`src/hdl/gzdf_pkg.sv`:
```
package gzdf_pkg;

  localparam int unsigned TrailerDepth = 8;
  localparam int unsigned ZlibTrailerDepth = 4;
  localparam int unsigned DelayIdxW = $clog2(TrailerDepth);
  localparam int unsigned FillW = $clog2(TrailerDepth + 1);

  localparam logic [4:0] ByteCountMax = 5'd18;
  localparam logic [4:0] ZlibMinBytes = 5'd6;
  localparam logic [4:0] GzipMinBytes = 5'd18;

  localparam logic [7:0] GzipMagic0 = 8'h1F;
  localparam logic [7:0] GzipMagic1 = 8'h8B;
  localparam logic [7:0] FlagFextra = 8'h04;
  localparam logic [7:0] FlagFname = 8'h08;
  localparam logic [7:0] FlagFcomment = 8'h10;
  localparam logic [7:0] FlagFhcrc = 8'h02;
  localparam logic [3:0] ZlibCmDeflate = 4'h8;
  localparam logic [3:0] ZlibCinfoMax = 4'd7;

  typedef enum logic [1:0] {
    FMT_RAW  = 2'd0,
    FMT_ZLIB = 2'd1,
    FMT_GZIP = 2'd2,
    FMT_RSVD = 2'd3
  } fmt_e;

  typedef enum logic [2:0] {
    PH_FIXED    = 3'd0,
    PH_XLEN_LO  = 3'd1,
    PH_XLEN_HI  = 3'd2,
    PH_EXTRA    = 3'd3,
    PH_FNAME    = 3'd4,
    PH_FCOMMENT = 3'd5,
    PH_HCRC     = 3'd6,
    PH_DATA     = 3'd7
  } phase_e;

  typedef enum logic [3:0] {
    ST_OK           = 4'd0,
    ST_SHORT        = 4'd1,
    ST_BAD_ZLIB_HDR = 4'd2,
    ST_BAD_MAGIC    = 4'd3,
    ST_TRUNC_XLEN   = 4'd4,
    ST_TRUNC_EXTRA  = 4'd5,
    ST_TRUNC_NAME   = 4'd6,
    ST_TRUNC_CMNT   = 4'd7,
    ST_TRUNC_HCRC   = 4'd8,
    ST_TRUNC_DATA   = 4'd9
  } status_e;

  typedef struct packed {
    logic        is_status;
    logic [7:0]  payload_byte;
    logic [3:0]  status_code;
    logic [31:0] expected_check;
    logic [31:0] trailer_isize;
    logic        last_of_run;
  } result_t;

  typedef struct packed {
    logic [1:0] count;
    result_t    first;
    result_t    second;
  } result_pair_t;

  // first enabled optional gzip field at or after phase p
  function automatic phase_e next_field(phase_e p, logic [7:0] flags);
    phase_e r;
    r = PH_DATA;
    if (p <= PH_XLEN_LO && (flags & FlagFextra) != 8'd0) begin
      r = PH_XLEN_LO;
    end else if (p <= PH_FNAME && (flags & FlagFname) != 8'd0) begin
      r = PH_FNAME;
    end else if (p <= PH_FCOMMENT && (flags & FlagFcomment) != 8'd0) begin
      r = PH_FCOMMENT;
    end else if (p <= PH_HCRC && (flags & FlagFhcrc) != 8'd0) begin
      r = PH_HCRC;
    end
    return r;
  endfunction

  // x mod 31 == 0, folding 5-bit digits since 32 = 1 mod 31
  function automatic logic mod31_zero(logic [15:0] x);
    logic [6:0] s1;
    logic [5:0] s2;
    s1 = 7'(x[4:0]) + 7'(x[9:5]) + 7'(x[14:10]) + 7'(x[15]);
    s2 = 6'(s1[4:0]) + 6'(s1[6:5]);
    return (s2 == 6'd0) || (s2 == 6'd31);
  endfunction

endpackage

```
`src/hdl/gzip_zlib_container_deframer_unit.sv`:
```
// Channel  Dir  Handshake                    Contents
// s_axis   in   s_axis_tvalid/s_axis_tready  tdata: container byte, tlast: final byte
// m_axis   out  m_axis_tvalid/m_axis_tready  tdata: payload, status, check, size
//                                            tuser: is_status, tlast: last of run
// cfg      in   cfg_valid_i/cfg_ready_o      cfg_data_i: container format
//
// One byte accepted per cycle; the parser updates its state in the accept cycle
// and pushes zero, one or two results into a 4-entry output queue, drained one per
// cycle while m_axis_tready is high; a result waits behind those queued before it.
// Input is taken while at most two results wait, so with a stalled output
// s_axis_tready drops once three or more are queued. Asynchronous active-low reset
// returns to raw format and the start of a container; a format write also restarts.
module gzip_zlib_container_deframer_unit
  import gzdf_pkg::*;
(
  input  logic        clk_i,
  input  logic        rst_ni,

  input  logic        cfg_valid_i,
  output logic        cfg_ready_o,
  input  logic [1:0]  cfg_data_i,     // container_format

  input  logic        s_axis_tvalid,
  output logic        s_axis_tready,
  input  logic [7:0]  s_axis_tdata,   // [7:0] in_byte
  input  logic        s_axis_tlast,

  output logic        m_axis_tvalid,
  input  logic        m_axis_tready,
  output logic [79:0] m_axis_tdata,   // [7:0] payload_byte, [11:8] status_code,
                                      // [43:12] expected_check, [75:44] trailer_isize
  output logic [0:0]  m_axis_tuser,   // [0] is_status
  output logic        m_axis_tlast
);

  localparam int unsigned QDepth = 4;
  localparam int unsigned QPtrW = $clog2(QDepth);
  localparam int unsigned QCntW = $clog2(QDepth + 1);

  result_pair_t res;
  logic         in_acc, cfg_we, pop;
  result_t      q_mem [QDepth];
  logic [QPtrW-1:0] wr_q, wr_d, rd_q, rd_d;
  logic [QCntW-1:0] cnt_q, cnt_d;
  result_t      head;

  assign cfg_ready_o   = 1'b1;
  assign cfg_we        = cfg_valid_i && cfg_ready_o;
  assign s_axis_tready = cnt_q <= QCntW'(QDepth - 2);
  assign in_acc        = s_axis_tvalid && s_axis_tready;

  gzdf_parser u_parser (
    .clk_i       (clk_i),
    .rst_ni      (rst_ni),
    .cfg_we_i    (cfg_we),
    .cfg_fmt_i   (cfg_data_i),
    .in_accept_i (in_acc),
    .in_byte_i   (s_axis_tdata),
    .in_last_i   (s_axis_tlast),
    .res_o       (res)
  );

  assign head          = q_mem[rd_q];
  assign m_axis_tvalid = cnt_q != '0;
  assign pop           = m_axis_tvalid && m_axis_tready;
  assign m_axis_tdata  = {4'd0, head.trailer_isize, head.expected_check,
                          head.status_code, head.payload_byte};
  assign m_axis_tuser  = head.is_status;
  assign m_axis_tlast  = head.last_of_run;

  always_comb begin
    wr_d  = wr_q;
    rd_d  = rd_q;
    cnt_d = cnt_q;
    if (in_acc) begin
      wr_d  = wr_q + QPtrW'(res.count);
      cnt_d = cnt_q + QCntW'(res.count);
    end
    if (pop) begin
      rd_d  = rd_q + QPtrW'(1);
      cnt_d = cnt_d - QCntW'(1);
    end
  end

  always_ff @(posedge clk_i or negedge rst_ni) begin
    if (!rst_ni) begin
      wr_q  <= '0;
      rd_q  <= '0;
      cnt_q <= '0;
    end else begin
      wr_q  <= wr_d;
      rd_q  <= rd_d;
      cnt_q <= cnt_d;
    end
  end

  always_ff @(posedge clk_i) begin
    if (in_acc) begin
      if (res.count != 2'd0) q_mem[wr_q] <= res.first;
      if (res.count == 2'd2) q_mem[wr_q + QPtrW'(1)] <= res.second;
    end
  end

endmodule

```
`src/hdl/gzdf_parser.sv`:
```
module gzdf_parser
  import gzdf_pkg::*;
(
  input  logic         clk_i,
  input  logic         rst_ni,
  input  logic         cfg_we_i,
  input  logic [1:0]   cfg_fmt_i,
  input  logic         in_accept_i,
  input  logic [7:0]   in_byte_i,
  input  logic         in_last_i,
  output result_pair_t res_o
);

  fmt_e        fmt_q;
  phase_e      phase_q, phase_d;
  logic [7:0]  flags_q, flags_d;
  logic [7:0]  first_q, first_d;
  logic [15:0] skip_q, skip_d;
  logic [4:0]  bcnt_q, bcnt_d;
  logic [FillW-1:0] fill_q, fill_d;
  logic [3:0]  err_q, err_d;
  logic [7:0]  delay_q [TrailerDepth];
  logic [7:0]  delay_d [TrailerDepth];

  logic             is_zlib, is_gzip, wrapped;
  logic [FillW-1:0] tdepth;
  logic [DelayIdxW-1:0] tail_idx;
  logic             emit;
  logic [7:0]       emit_byte;
  logic [3:0]       code;
  logic [31:0]      chk, sz;
  logic [4:0]       need;
  result_t          pay_r, st_r;

  always_comb begin
    is_zlib  = (fmt_q == FMT_ZLIB);
    is_gzip  = (fmt_q == FMT_GZIP);
    wrapped  = is_zlib || is_gzip;
    tdepth   = is_zlib ? FillW'(ZlibTrailerDepth) : FillW'(TrailerDepth);
    tail_idx = DelayIdxW'(tdepth - FillW'(1));

    phase_d = phase_q;
    flags_d = flags_q;
    first_d = first_q;
    skip_d  = skip_q;
    fill_d  = fill_q;
    err_d   = err_q;
    for (int i = 0; i < TrailerDepth; i++) begin
      delay_d[i] = delay_q[i];
    end
    bcnt_d    = (bcnt_q < ByteCountMax) ? bcnt_q + 5'd1 : bcnt_q;
    emit      = 1'b0;
    emit_byte = in_byte_i;

    if (!wrapped) begin
      emit = 1'b1;
    end else if (phase_q == PH_DATA) begin
      if (fill_q < tdepth) begin
        delay_d[DelayIdxW'(fill_q)] = in_byte_i;
        fill_d = fill_q + FillW'(1);
      end else begin
        emit      = 1'b1;
        emit_byte = delay_q[0];
        for (int i = 0; i < TrailerDepth - 1; i++) begin
          if (i < int'(tdepth) - 1) delay_d[i] = delay_q[i+1];
        end
        delay_d[tail_idx] = in_byte_i;
      end
    end else if (is_zlib) begin
      if (bcnt_q == 5'd0) begin
        first_d = in_byte_i;
      end else begin
        if ((first_q[3:0] != ZlibCmDeflate || first_q[7:4] > ZlibCinfoMax ||
             !mod31_zero({first_q, in_byte_i})) && err_q == ST_OK) begin
          err_d = ST_BAD_ZLIB_HDR;
        end
        phase_d = PH_DATA;
      end
    end else begin
      unique case (phase_q)
        PH_FIXED: begin
          if (bcnt_q == 5'd0) begin
            first_d = in_byte_i;
          end else if (bcnt_q == 5'd1 &&
                       (first_q != GzipMagic0 || in_byte_i != GzipMagic1)) begin
            if (err_q == ST_OK) err_d = ST_BAD_MAGIC;
          end else if (bcnt_q == 5'd3) begin
            flags_d = in_byte_i;
          end
          if (bcnt_q >= 5'd9) phase_d = next_field(PH_XLEN_LO, flags_q);
        end
        PH_XLEN_LO: begin
          skip_d  = {8'd0, in_byte_i};
          phase_d = PH_XLEN_HI;
        end
        PH_XLEN_HI: begin
          skip_d  = {in_byte_i, skip_q[7:0]};
          phase_d = (skip_d == 16'd0) ? next_field(PH_FNAME, flags_q) : PH_EXTRA;
        end
        PH_EXTRA: begin
          skip_d = skip_q - 16'd1;
          if (skip_d == 16'd0) phase_d = next_field(PH_FNAME, flags_q);
        end
        PH_FNAME: begin
          if (in_byte_i == 8'd0) phase_d = next_field(PH_FCOMMENT, flags_q);
        end
        PH_FCOMMENT: begin
          if (in_byte_i == 8'd0) phase_d = next_field(PH_HCRC, flags_q);
        end
        PH_HCRC: begin
          skip_d = skip_q - 16'd1;
          if (skip_d == 16'd0) phase_d = PH_DATA;
        end
        PH_DATA: begin
          phase_d = PH_DATA;
        end
      endcase
      if (phase_q != PH_HCRC && phase_d == PH_HCRC) skip_d = 16'd2;
    end

    // end-of-container status, from the updated state
    need = is_zlib ? ZlibMinBytes : GzipMinBytes;
    code = ST_OK;
    chk  = 32'd0;
    sz   = 32'd0;
    if (wrapped) begin
      priority if (bcnt_d < need) begin
        code = ST_SHORT;
      end else if (err_d != ST_OK) begin
        code = err_d;
      end else if (phase_d == PH_XLEN_LO || phase_d == PH_XLEN_HI) begin
        code = ST_TRUNC_XLEN;
      end else if (phase_d == PH_EXTRA) begin
        code = ST_TRUNC_EXTRA;
      end else if (phase_d == PH_FNAME) begin
        code = ST_TRUNC_NAME;
      end else if (phase_d == PH_FCOMMENT) begin
        code = ST_TRUNC_CMNT;
      end else if (phase_d == PH_HCRC) begin
        code = ST_TRUNC_HCRC;
      end else if (phase_d != PH_DATA) begin
        code = ST_SHORT;
      end else if (fill_d < tdepth) begin
        code = ST_TRUNC_DATA;
      end else begin
        code = ST_OK;
      end
      if (code == ST_OK) begin
        if (is_zlib) begin
          chk = {delay_d[0], delay_d[1], delay_d[2], delay_d[3]};
        end else begin
          chk = {delay_d[3], delay_d[2], delay_d[1], delay_d[0]};
          sz  = {delay_d[7], delay_d[6], delay_d[5], delay_d[4]};
        end
      end
    end

    pay_r.is_status      = 1'b0;
    pay_r.payload_byte   = emit_byte;
    pay_r.status_code    = ST_OK;
    pay_r.expected_check = 32'd0;
    pay_r.trailer_isize  = 32'd0;
    pay_r.last_of_run    = !in_last_i;

    st_r.is_status      = 1'b1;
    st_r.payload_byte   = 8'd0;
    st_r.status_code    = code;
    st_r.expected_check = chk;
    st_r.trailer_isize  = sz;
    st_r.last_of_run    = 1'b1;

    res_o.count  = 2'(emit) + 2'(in_last_i);
    res_o.first  = emit ? pay_r : st_r;
    res_o.second = st_r;

    if (in_last_i) begin
      phase_d = PH_FIXED;
      flags_d = 8'd0;
      first_d = 8'd0;
      skip_d  = 16'd0;
      bcnt_d  = 5'd0;
      fill_d  = '0;
      err_d   = ST_OK;
    end
  end

  always_ff @(posedge clk_i or negedge rst_ni) begin
    if (!rst_ni) begin
      fmt_q   <= FMT_RAW;
      phase_q <= PH_FIXED;
      flags_q <= 8'd0;
      first_q <= 8'd0;
      skip_q  <= 16'd0;
      bcnt_q  <= 5'd0;
      fill_q  <= '0;
      err_q   <= ST_OK;
    end else if (cfg_we_i) begin
      fmt_q   <= fmt_e'(cfg_fmt_i);
      phase_q <= PH_FIXED;
      flags_q <= 8'd0;
      first_q <= 8'd0;
      skip_q  <= 16'd0;
      bcnt_q  <= 5'd0;
      fill_q  <= '0;
      err_q   <= ST_OK;
    end else if (in_accept_i) begin
      phase_q <= phase_d;
      flags_q <= flags_d;
      first_q <= first_d;
      skip_q  <= skip_d;
      bcnt_q  <= bcnt_d;
      fill_q  <= fill_d;
      err_q   <= err_d;
    end
  end

  // trailer bytes are only read once the fill count says they were written
  always_ff @(posedge clk_i) begin
    if (in_accept_i) begin
      for (int i = 0; i < TrailerDepth; i++) begin
        delay_q[i] <= delay_d[i];
      end
    end
  end

endmodule
```
`config.mk`:
```
export PLATFORM = sky130hd
export DESIGN_NAME = gzip_zlib_container_deframer_unit
export DESIGN_NICKNAME = d
export VERILOG_FILES = /design/src/hdl/gzdf_pkg.sv /design/src/hdl/gzip_zlib_container_deframer_unit.sv /design/src/hdl/gzdf_parser.sv
export SDC_FILE = /design/constraint.sdc
export NUM_CORES = 1
export LEC_CHECK = 0
export BUFFER_PORTS_ARGS = -buffer_cell sky130_fd_sc_hd__clkbuf_2
export CAP_MARGIN = 10
export CORE_MARGIN = 3
export CORE_UTILIZATION = 56
export DETAILED_ROUTE_END_ITERATION = 8
export PLACE_DENSITY = 0.83
export SETUP_SLACK_MARGIN = 0.2
export SYNTH_ARGS = -nofsm -noshare
export SYNTH_HDL_FRONTEND = slang
export SYNTH_SLANG_ARGS = --single-unit
```
`constraint.sdc`:
```
create_clock -name clk_i -period 5.2 [get_ports clk_i]
set_input_delay 0.26 -clock clk_i [delete_from_list [all_inputs] [get_ports clk_i]]
set_output_delay 0.26 -clock clk_i [all_outputs]
set_load 0.1 [all_outputs]
```
# ---- Yosys cells after proc, flatten, opt, wreduce, memory -nomap -nowiden
# Memories as Yosys holds them, arrays and structs flattened.
# Cells that the tools add are included.
dict set report op_classes {
  n_addsub 15
  magnitude_cmp 18
  eq_ne 30
  mux 142
  bitwise 2
  reduce_logical 38
}
# op n
set op_table {}
lappend op_table {{$mux 8} 41}
lappend op_table {{$mux 32} 6}
lappend op_table {{$mux 64} 3}
lappend op_table {{$bwmux 64} 2}
lappend op_table {{$mux 4} 30}
lappend op_table {{$mux 16} 7}
lappend op_table {{$lt 4x32->1 const A} 3}
lappend op_table {{$mux 78} 1}
lappend op_table {{$mux 5} 15}
lappend op_table {{$lt 3x32->1 const A} 2}
lappend op_table {{$mux 3} 20}
lappend op_table {{$demux 8 s3} 2}
lappend op_table {{$pmux 16 s3} 1}
lappend op_table {{$logic_not 16->1} 2}
lappend op_table {{$lt 1x32->1 const A} 1}
lappend op_table {{$lt 2x32->1 const A} 1}
lappend op_table {{$eq 3x3->1 const B} 8}
lappend op_table {{$pmux 3 s7} 1}
lappend op_table {{$ne 3x3->1 const B} 6}
lappend op_table {{$sub 16x1->16 const B} 1}
lappend op_table {{$eq 3x2->1 const B} 4}
lappend op_table {{$mux 1} 12}
lappend op_table {{$reduce_bool 3->1} 4}
lappend op_table {{$ge 4x4->1 const B} 2}
lappend op_table {{48 further kinds} 70}
dict set report totals {
  register_bits 54
  mem_bits_rw 376
  inputBits 16
  output_inout_bits 85
  mem_count 2
}
# name words width rd rd_ports_with_merged_regs write_ports line_no
set mem_list {}
lappend mem_list {q_mem 4 78 1 0 2 gzip_zlib_container_deframer_unit.sv:42} ;# result_t q_mem [QDepth];
lappend mem_list {u_parser.delay_q 8 8 8 0 8 gzdf_parser.sv:22} ;# logic [7:0] delay_q [TrailerDepth];

# ---- Logic depth before layout (Yosys ltp)
# Gate-level depths: netlist (run 1).
dict set report logic_depth {
  ltp_word 26
  ltp_mapped 21
  depth_no_buf 20
}

# ---- Hierarchy
# Synthesis (run 1) repeated with hierarchy kept, for this count alone.
dict set report unflattened {
  hier_cells 1982
  area_unflattened_um2 25744.7
}
# module n_inst cells_each area_each_um2 seq_area_each_um2
set modules_own_cells {}
lappend modules_own_cells {gzip_zlib_container_deframer_unit 1 839 15663.8 9544.2}
lappend modules_own_cells {gzdf_parser 1 1143 10080.9 3072.9}

# ---- Worst setup path before layout (run 1)
# OpenSTA, ideal clock, no wires.
dict set report synth_timing {
  path_kind {reg2reg}
  from {register cnt_q[1]}
  to {memory q_mem[0][10] (netlist bit) (enable)}
  arrival_ns 6.812
  required_ns 4.778
  setup_slack_ns -2.033
  path_stages_with_launch 7
  path_buffers 1
  synth_period_minus_slack_ns 7.233
  cell_sequence {dfrtp_1 -> a21oi_1 -> nand2_1 -> clkinv_1 -> clkbuf_1 -> o21ai_1 -> inv_1}
}
# item line_no
set synth_lines {}
lappend synth_lines {{from (decl)} gzip_zlib_container_deframer_unit.sv:44} ;# logic [QCntW-1:0] cnt_q, cnt_d;
lappend synth_lines {{from (signal assigned)} gzip_zlib_container_deframer_unit.sv:93} ;# cnt_q <= cnt_d;
lappend synth_lines {{to (decl)} gzip_zlib_container_deframer_unit.sv:42}

==> reports/qor.csv, run 1 <==
metric;value;unit
Initial Util;0.569;
worst skew pair latency;580;ps
All-Layer GR Usage;0.276;
vias per inst;6.50;
htree depth;2;
port buffer count;95;
register area;12200;sq um
CTS tree;done;
count of final setup violators;0;
CP Capture Type;register;
pin count of the biggest net entering global routing;72;
CORE AREA;37700;sq um
DRC viols;0;
area occupied by multi-input gates;8390;sq um
root buffer cell;clkbuf_16;
GRT Residual Overflow;0;
maximum VDD drop;0.000485;V
CTS buffer count;45;
Core Rows;71;
final instance area;24100;sq um
Worst Path Required;5510;ps
adder-cell share of the synthesized area;0.0216;
Fillers;2759;
CP max FO;32;
Mapped Cells;1805;
Synth Flop Type;edfxtp_1;
P_leak;9.29;nW
kind of critical path;register to register;
GP Congestion;0.931;
Final ANT Viol Nets;0;
complex-gate fraction of the synthesized area;0.118;
# diodes;0;
Via Count;15848;
post-synth top area cell;edfxtp_1;
Slew Viols, Final;0;
hpwl dp;35400;microns
Area contributors post-synth;edfxtp_1 (47%), mux4_2 (8.2%), nor2_1 (6.6%), dfrtp_1 (6.2%), dfxtp_1 (3.7%);
Die X;202;microns
worst slack at placement;-30.0;ps
maximum capacitance violations;0;
min cycle time layout;4760;ps
FF-to-FF path depth;20;
fmax;210;MHz
startpoint types;register;
Arrival @ worst endpoint;5060;ps
Avg Cell Area, Syn;11.9;sq um
hold_sp;cfg_valid_i;
yosys warns;0;
largest family of logic cells by synthesized area;simple AND/OR/NAND/NOR gates;
post-synth cell types;91;
Worst slew margin;0.331;
number of global-route vias before repair;15855;
proportion of layout cells with a drive suffix above 1;0.182;
CTS Sinks;429;
sequential-to-total area share from yosys stat;0.570;
WHS Path Cells;2;
worst-margin pin slew;1000;ps
Async S/R FF share, synth;0.124;
nets;1940;
Reg clk slew, reported paths;60;ps
WL/cell;23.2;microns
Min-Delay Path Class;input port to register;
run status;finished, final reports clean;
Longest Clk Path Bufs;3;
clock skew;12.6;ps
Hold WS;15.8;ps
Critical path origin;u_parser.first_q[2]$_DFFE_PN0P_;
Final Hold Fails;0;
Post-synth EDFFs;336;
xor/xnor share of the synthesized area;0.00881;
Post-Synth Simple-Gate Area;0.131;
Post-Syn Area;21400;sq um
Die ar.;40700;sq um
flop-to-flop setup slack;440;ps
antenna violations before repair;1;
most frequent cell after synthesis;nor2_1;
RSZ-0062 raised after global routing;no;
Post-Route WL;56500;microns
Final Cycle Share;0.915;
top cell type's share of synthesized area;0.470;
global-route wire length before repair;88800;microns
I/O pin total;101;
Pre-antenna DRT Iters;7;
register bit count reported by yosys;429;
setup ws final;443;ps
Pwr Density;578;nW/um^2
Layout area overhead;12.2;%
fin util;0.639;
DRT iter0 DRCs;2007;
mux contribution to synthesized area;0.110;
Die Ht;202;microns
Worst R2R Start;u_parser.first_q[2]$_DFFE_PN0P_;
Synth top cells by count;nor2_1 (378), edfxtp_1 (336), nand2_1 (120);
cell area after placement;22400;sq um
-- state kept, by name, summed over array words and instances (netlist names), 3 cells and up --
| name | flops |
|---|---|
| q_mem | 312 |
| u_parser.phase_q | 3 |
| u_parser.bcnt_q | 5 |
| u_parser.err_q | 4 |
| cnt_q | 3 |
| u_parser.fill_q | 4 |
| u_parser.flags_q | 4 |
| u_parser.first_q | 8 |
| u_parser.delay_q | 64 |
| u_parser.skip_q | 16 |
-- logic make-up after synthesis --
kind of cell | Yosys count
muxes | 139
xor gates and xnor gates | 20
adders and majority gates | 34
other | 2
buffers and inverters | 175
AOI/OAI and AO/OA | 377
DFF | 429
and+or+nand+nor | 629
-- through the flow --
stage,total power [mW],setup TNS (ps),std cells
after detailed placement,10.4,-166,2349
after CTS,13.9,0,2435
final,13.9,0,2437
after floorplan,9.37,0,1808
after global placement,10.3,0,2349
after global routing,14.4,0,2437
-- critical path: stages, from the launching register on --
cell and delay [ps]:
dfrtp_1 420, inv_1 90, fa_1 190, inv_1 60
fa_1 410, a21o_1 190, a21oi_1 250, nor2b_1 80
nor2_1 110, nor2_1 90, fa_1 450, xor2_1 190
and4b_1 210, a31oi_1 120, a21boi_1 390, o2111a_1 330
a21oi_4 80, buf_12 190, o2111ai_4 90, buf_4 410
nor2_1 110
-- metal layers --
layer,wire [microns],GRT usage,vias up
li1,-,-,6874
met1,21500,0.376,7781
met2,27100,0.444,1028
met3,5950,0.0595,163
met4,1910,0.0999,2
met5,20,0,-
-- power by group --
group | switching [mW] | leakage, nW | internal, mW
clock network | 1.38 | 0.796 | 2.11
logic | 4.50 | 4.27 | 1.31
registers | 0.398 | 4.23 | 4.22
total | 6.28 | 9.29 | 7.63
-- layout by cell type, fill, tap and decap left out, types with 7 or more instances in the layout --
cell       count
a22oi_1       13
clkinv_2      12
a21o_1        11
nor4_1        11
or2_2          7
clkbuf_16     45
inv_1         56
ha_1          29
edfxtp_1     336
a31oi_1       17
bufinv_16      9
xor2_1         8
o22ai_1       58
nor2_1       377
dfrtp_1       51
clkbuf_2      95
mux2i_1       60
a22o_1        11
and3_1         8
o21ai_1        8
buf_4         45
dfxtp_1       40
nand2b_1       8
nand3_1       15
a21oi_1       92
mux4_2        78
xnor2_1       11
o2111ai_4      8
nor3b_1        7
nand2_1      120
o21ai_0       99
nor3_1        13
nand4_1        8
-- area by class of cell --
class | instances | share of cell area
clock buffer | 53 | 0.0497
clock inverter | 30 | 0.0170
inverter | 61 | 0.00983
multi-input combinational | 1204 | 0.349
sequential | 429 | 0.508
tap | 511 | 0.0266
timing repair buffer | 149 | 0.0400
-- final timing paths --
check | endpoint
worst max-delay path | q_mem[2][63]$_DFFE_PP_
worst min-delay path | u_parser.fill_q[1]$_DFFE_PN0P_
worst max register to register | q_mem[2][63]$_DFFE_PP_
min in group asynchronous | u_parser.skip_q[12]$_DFFE_PN0P_
worst min register to register | q_mem[0][69]$_SDFFE_PP0P_
max in group asynchronous | rd_q[0]$_DFFE_PN0P_
-- timing repair --
item,in CTS,in global routing
buffers inserted,0,1
endpoints found under the setup margin,0,256
gates resized for setup,0,3
hold buffers,3,0
hold endpoints to repair,55,0
No activity file was read; power rests on OpenSTA's default activity.
==> run 2: changes to the inputs <==
--- a/config.mk
+++ b/config.mk
@@ -8,9 +8,9 @@
 export BUFFER_PORTS_ARGS = -buffer_cell sky130_fd_sc_hd__clkbuf_2
 export CAP_MARGIN = 10
 export CORE_MARGIN = 3
-export CORE_UTILIZATION = 56
+export CORE_UTILIZATION = 30
 export DETAILED_ROUTE_END_ITERATION = 8
-export PLACE_DENSITY = 0.83
+export PLACE_DENSITY = 0.52
 export SETUP_SLACK_MARGIN = 0.2
 export SYNTH_ARGS = -nofsm -noshare
 export SYNTH_HDL_FRONTEND = slang
==> run 2 against run 1 <==
Net effect:
- clock skew up 18 ps
- setup slack better by 27 ps
- first-iteration DRC count shrank 37%
- total power about the same
- sequential share of layout area down 1.2 points
- via count shrank 4.9%
- sequential power increased by 0.9%
- non-clock buffer count fell by 3
- hold slack better by 160 ps
==> reports/qor.csv, run 2 (synthesized netlist as in run 1, its figures left out) <==
metric;value;unit;change
Slew Viols, Final;0;;unchanged
Via Count;15072;;-4.9%
Reg clk slew, reported paths;60;ps;about the same
crit-path cells;ha_1 -> xnor2_1 -> ha_1 -> inv_1 -> o21bai_1 -> a21oi_1 -> xor2_1 -> ha_1 -> fa_1 -> nor2_1 -> and4b_1 -> a31oi_1 -> a21boi_0 -> o2111a_1 -> a21oi_4 -> buf_12 -> o2111ai_4 -> buf_12 -> nor2_1;;
Die Ht;273;microns;+36%
Slowest-stage cell, CP;a21boi_0;;
most common cell after layout, fill and taps aside;nor2_1;;
Layout area overhead;14.9;%;
Arrival @ worst endpoint;5030;ps;-30 ps
Worst R2R Start;u_parser.first_q[0]$_DFFE_PN0P_;;
final setup TNS;0;ps;unchanged
sw frac;0.457;;+0.00599
Final ANT Viol Nets;0;;unchanged
Pint;7.56;mW;-1.0%
number of cells in the finished layout apart from fillers;2865;;+18%
Clk pwr share;0.246;;-0.004
nets;1941;;+0.052%
Worst Path Required;5500;ps;about the same
Post-Route WL;61300;microns;+8.5%
Net Sw Power;6.37;mW;+1.4%
Top delay family on crit path;compound AO/OA/AOI/OAI gates;;
GRT Residual Overflow;0;;unchanged
most frequent cells in the layout;nor2_1 (377), edfxtp_1 (336), nand2_1 (120);;
fmax;211;MHz;+0.58%
Flop pwr share;0.335;;+0.003
end point of the worst hold path;cnt_q[1]$_DFF_PN0_;;
worst-margin pin slew;1300;ps;+301 ps
clock skew;30.4;ps;+17.8 ps
WL/cell;21.4;microns;-7.7%
I/O pin total;101;;unchanged
Worst slew margin;0.131;;-0.201
Min-Delay Path Class;input port to register;;
Die X;273;microns;+36%
kind of critical path;register to register;;
run status;finished, final reports clean;;
register bank with the most flops;q_mem;;
CTS tree;done;;
htree depth;2;;unchanged
hpwl dp;38400;microns;+8.3%
CTS buffer count;49;;+8.9%
# Post-CTS Setup Buffers;0;;unchanged
Pwr Density;565;nW/um^2;-2.3%
max reg flops;312;;unchanged
Longest Clk Path Bufs;3;;unchanged
antenna violations before repair;2;;+1
FF-to-FF path depth;19;;-5.0%
CTS Sinks;429;;unchanged
Comb power frac;0.419;;about the same
Final Hold Fails;0;;unchanged
# diodes;0;;unchanged
WHS Path Cells;3;;+1
Critical Path Max Stage Delay;480;ps;+30 ps
CORE AREA;70400;sq um;+87%
maximum VDD drop;0.000487;V;+0.43%
worst skew pair latency;600;ps;+20 ps
Pre-antenna DRT Iters;7;;unchanged
Final Cycle Share;0.909;;-0.00528
Initial Util;0.305;;-0.265
most used cell, CP;ha_1;;
proportion of layout cells with a drive suffix above 1;0.178;;-0.00406
Die ar.;74700;sq um;+84%
All-Layer GR Usage;0.161;;-0.115
DRC viols;0;;unchanged
maximum capacitance violations;0;;unchanged
global-route wire length before repair;93200;microns;+4.9%
CP max FO;32;;unchanged
number of global-route vias before repair;15204;;-4.1%
count of final setup violators;0;;unchanged
flop-to-flop setup slack;470;ps;+30 ps
P_leak;9.28;nW;-0.12%
placed cell count;2775;;+18%
CP Capture Type;register;;
hold_sp;m_axis_tready;;
root buffer cell;clkbuf_16;;
port buffer count;95;;unchanged
min cycle time layout;4730;ps;-27.4 ps
startpoint types;register;;
Buf/Inv on CP;3;;-1
largest registers;q_mem (312), u_parser.delay_q (64), u_parser.skip_q (16);;
pin count of the biggest net entering global routing;69;;-4.2%
Core Rows;97;;+37%
GP Congestion;0.865;;-7.1%
reg2reg end;q_mem[0][4]$_DFFE_PP_;;
DRT iter0 DRCs;1274;;-37%
vias per inst;5.26;;-19%
RSZ-0062 raised after global routing;no;;
[run 2: cell types whose count changed in the layout (fill, tap and decap cells not counted), sizes merged]
cell,delta
dlygate4sd3,+1
clkbuf,+9
clkinvlp,+1
inv,+1
clkinv,-5
buf,-4
bufinv,-4
[run 2: power groups by stage]
stage	Combinational, mW	Clock, mW	Sequential, mW
floorplan	4.96	0	4.42
global placement	5.87	0	4.71
detailed placement	5.89	0	4.74
CTS	5.90	3.52	4.67
global route	6.12	3.66	4.73
finish	5.84	3.43	4.66
[run 2: area by class of cell]
| class | instances | area [sq um] |
|---|---|---|
| Fill cell | 7028 | 45700 |
| Clock inverter | 23 | 284 |
| Multi-Input combinational cell | 1204 | 8400 |
| Sequential cell | 429 | 12200 |
| Tap cell | 940 | 1180 |
| Clock buffer | 62 | 1290 |
| Timing Repair Buffer | 146 | 1030 |
| Inverter | 61 | 236 |
[run 2: worst reg2reg max path: cells and delay by family, from the launching register on]
family / cells / cell delay (ps)
AOI/OAI and AO/OA: 7 / 1420
xor gates and xnor gates: 2 / 330
buffers and inverters: 3 / 560
and+or+nand+nor: 3 / 420
DFF: 1 / 410
adders and majority gates: 4 / 1320
[run 2: repair_timing]
action	4_1_cts	5_1_grt
endpoints found under the hold margin	57	0
hold buffers	4	0
endpoints found under the setup margin	0	10
gates resized for setup	0	2
[run 2: per-stage QoR]
stage | instance area (sq um) | setup slack (ps) | util | hold WS, ps | total power [mW]
after detailed placement | 23000 | 94.2 | 0.327 | 436 | 10.6
after floorplan | 21500 | 518 | - | -35.6 | 9.37
after global placement | 23000 | 164 | 0.327 | 428 | 10.6
after CTS | 24600 | 473 | 0.350 | 161 | 14.1
final | 24600 | 471 | 0.350 | 173 | 13.9
after global routing | 24600 | 227 | 0.350 | 185 | 14.5
[run 2: per-layer routing]
| metal | wire length [microns] | share of wire | vias up | GRT usage |
|---|---|---|---|---|
| li1 | - | - | 6865 | - |
| met1 | 27100 | 0.44 | 7633 | 0.220 |
| met2 | 28900 | 0.47 | 478 | 0.262 |
| met3 | 3630 | 0.059 | 92 | 0.0268 |
| met4 | 1640 | 0.027 | 4 | 0.0535 |
| met5 | 23 | 0.00038 | - | 0 |
[run 2: worst max-delay path by stage]
| stage | slack [ps] | cells past startpoint | startpoint | endpoint |
|---|---|---|---|---|
| 3_5_place_dp | 90 | 19 | s_axis_tdata[0] | q_mem[0][4]$_DFFE_PP_ |
| 3_3_place_gp | 160 | 22 | s_axis_tdata[1] | q_mem[2][4]$_DFFE_PP_ |
| 6_report | 470 | 19 | u_parser.first_q[0]$_DFFE_PN0P_ | q_mem[0][4]$_DFFE_PP_ |
| 4_1_cts | 470 | 17 | u_parser.first_q[0]$_DFFE_PN0P_ | q_mem[0][4]$_DFFE_PP_ |
| 2_1_floorplan | 520 | 19 | s_axis_tdata[0] | q_mem[0][38]$_DFFE_PP_ |
| 5_1_grt | 230 | 19 | u_parser.first_q[0]$_DFFE_PN0P_ | q_mem[0][3]$_DFFE_PP_ |
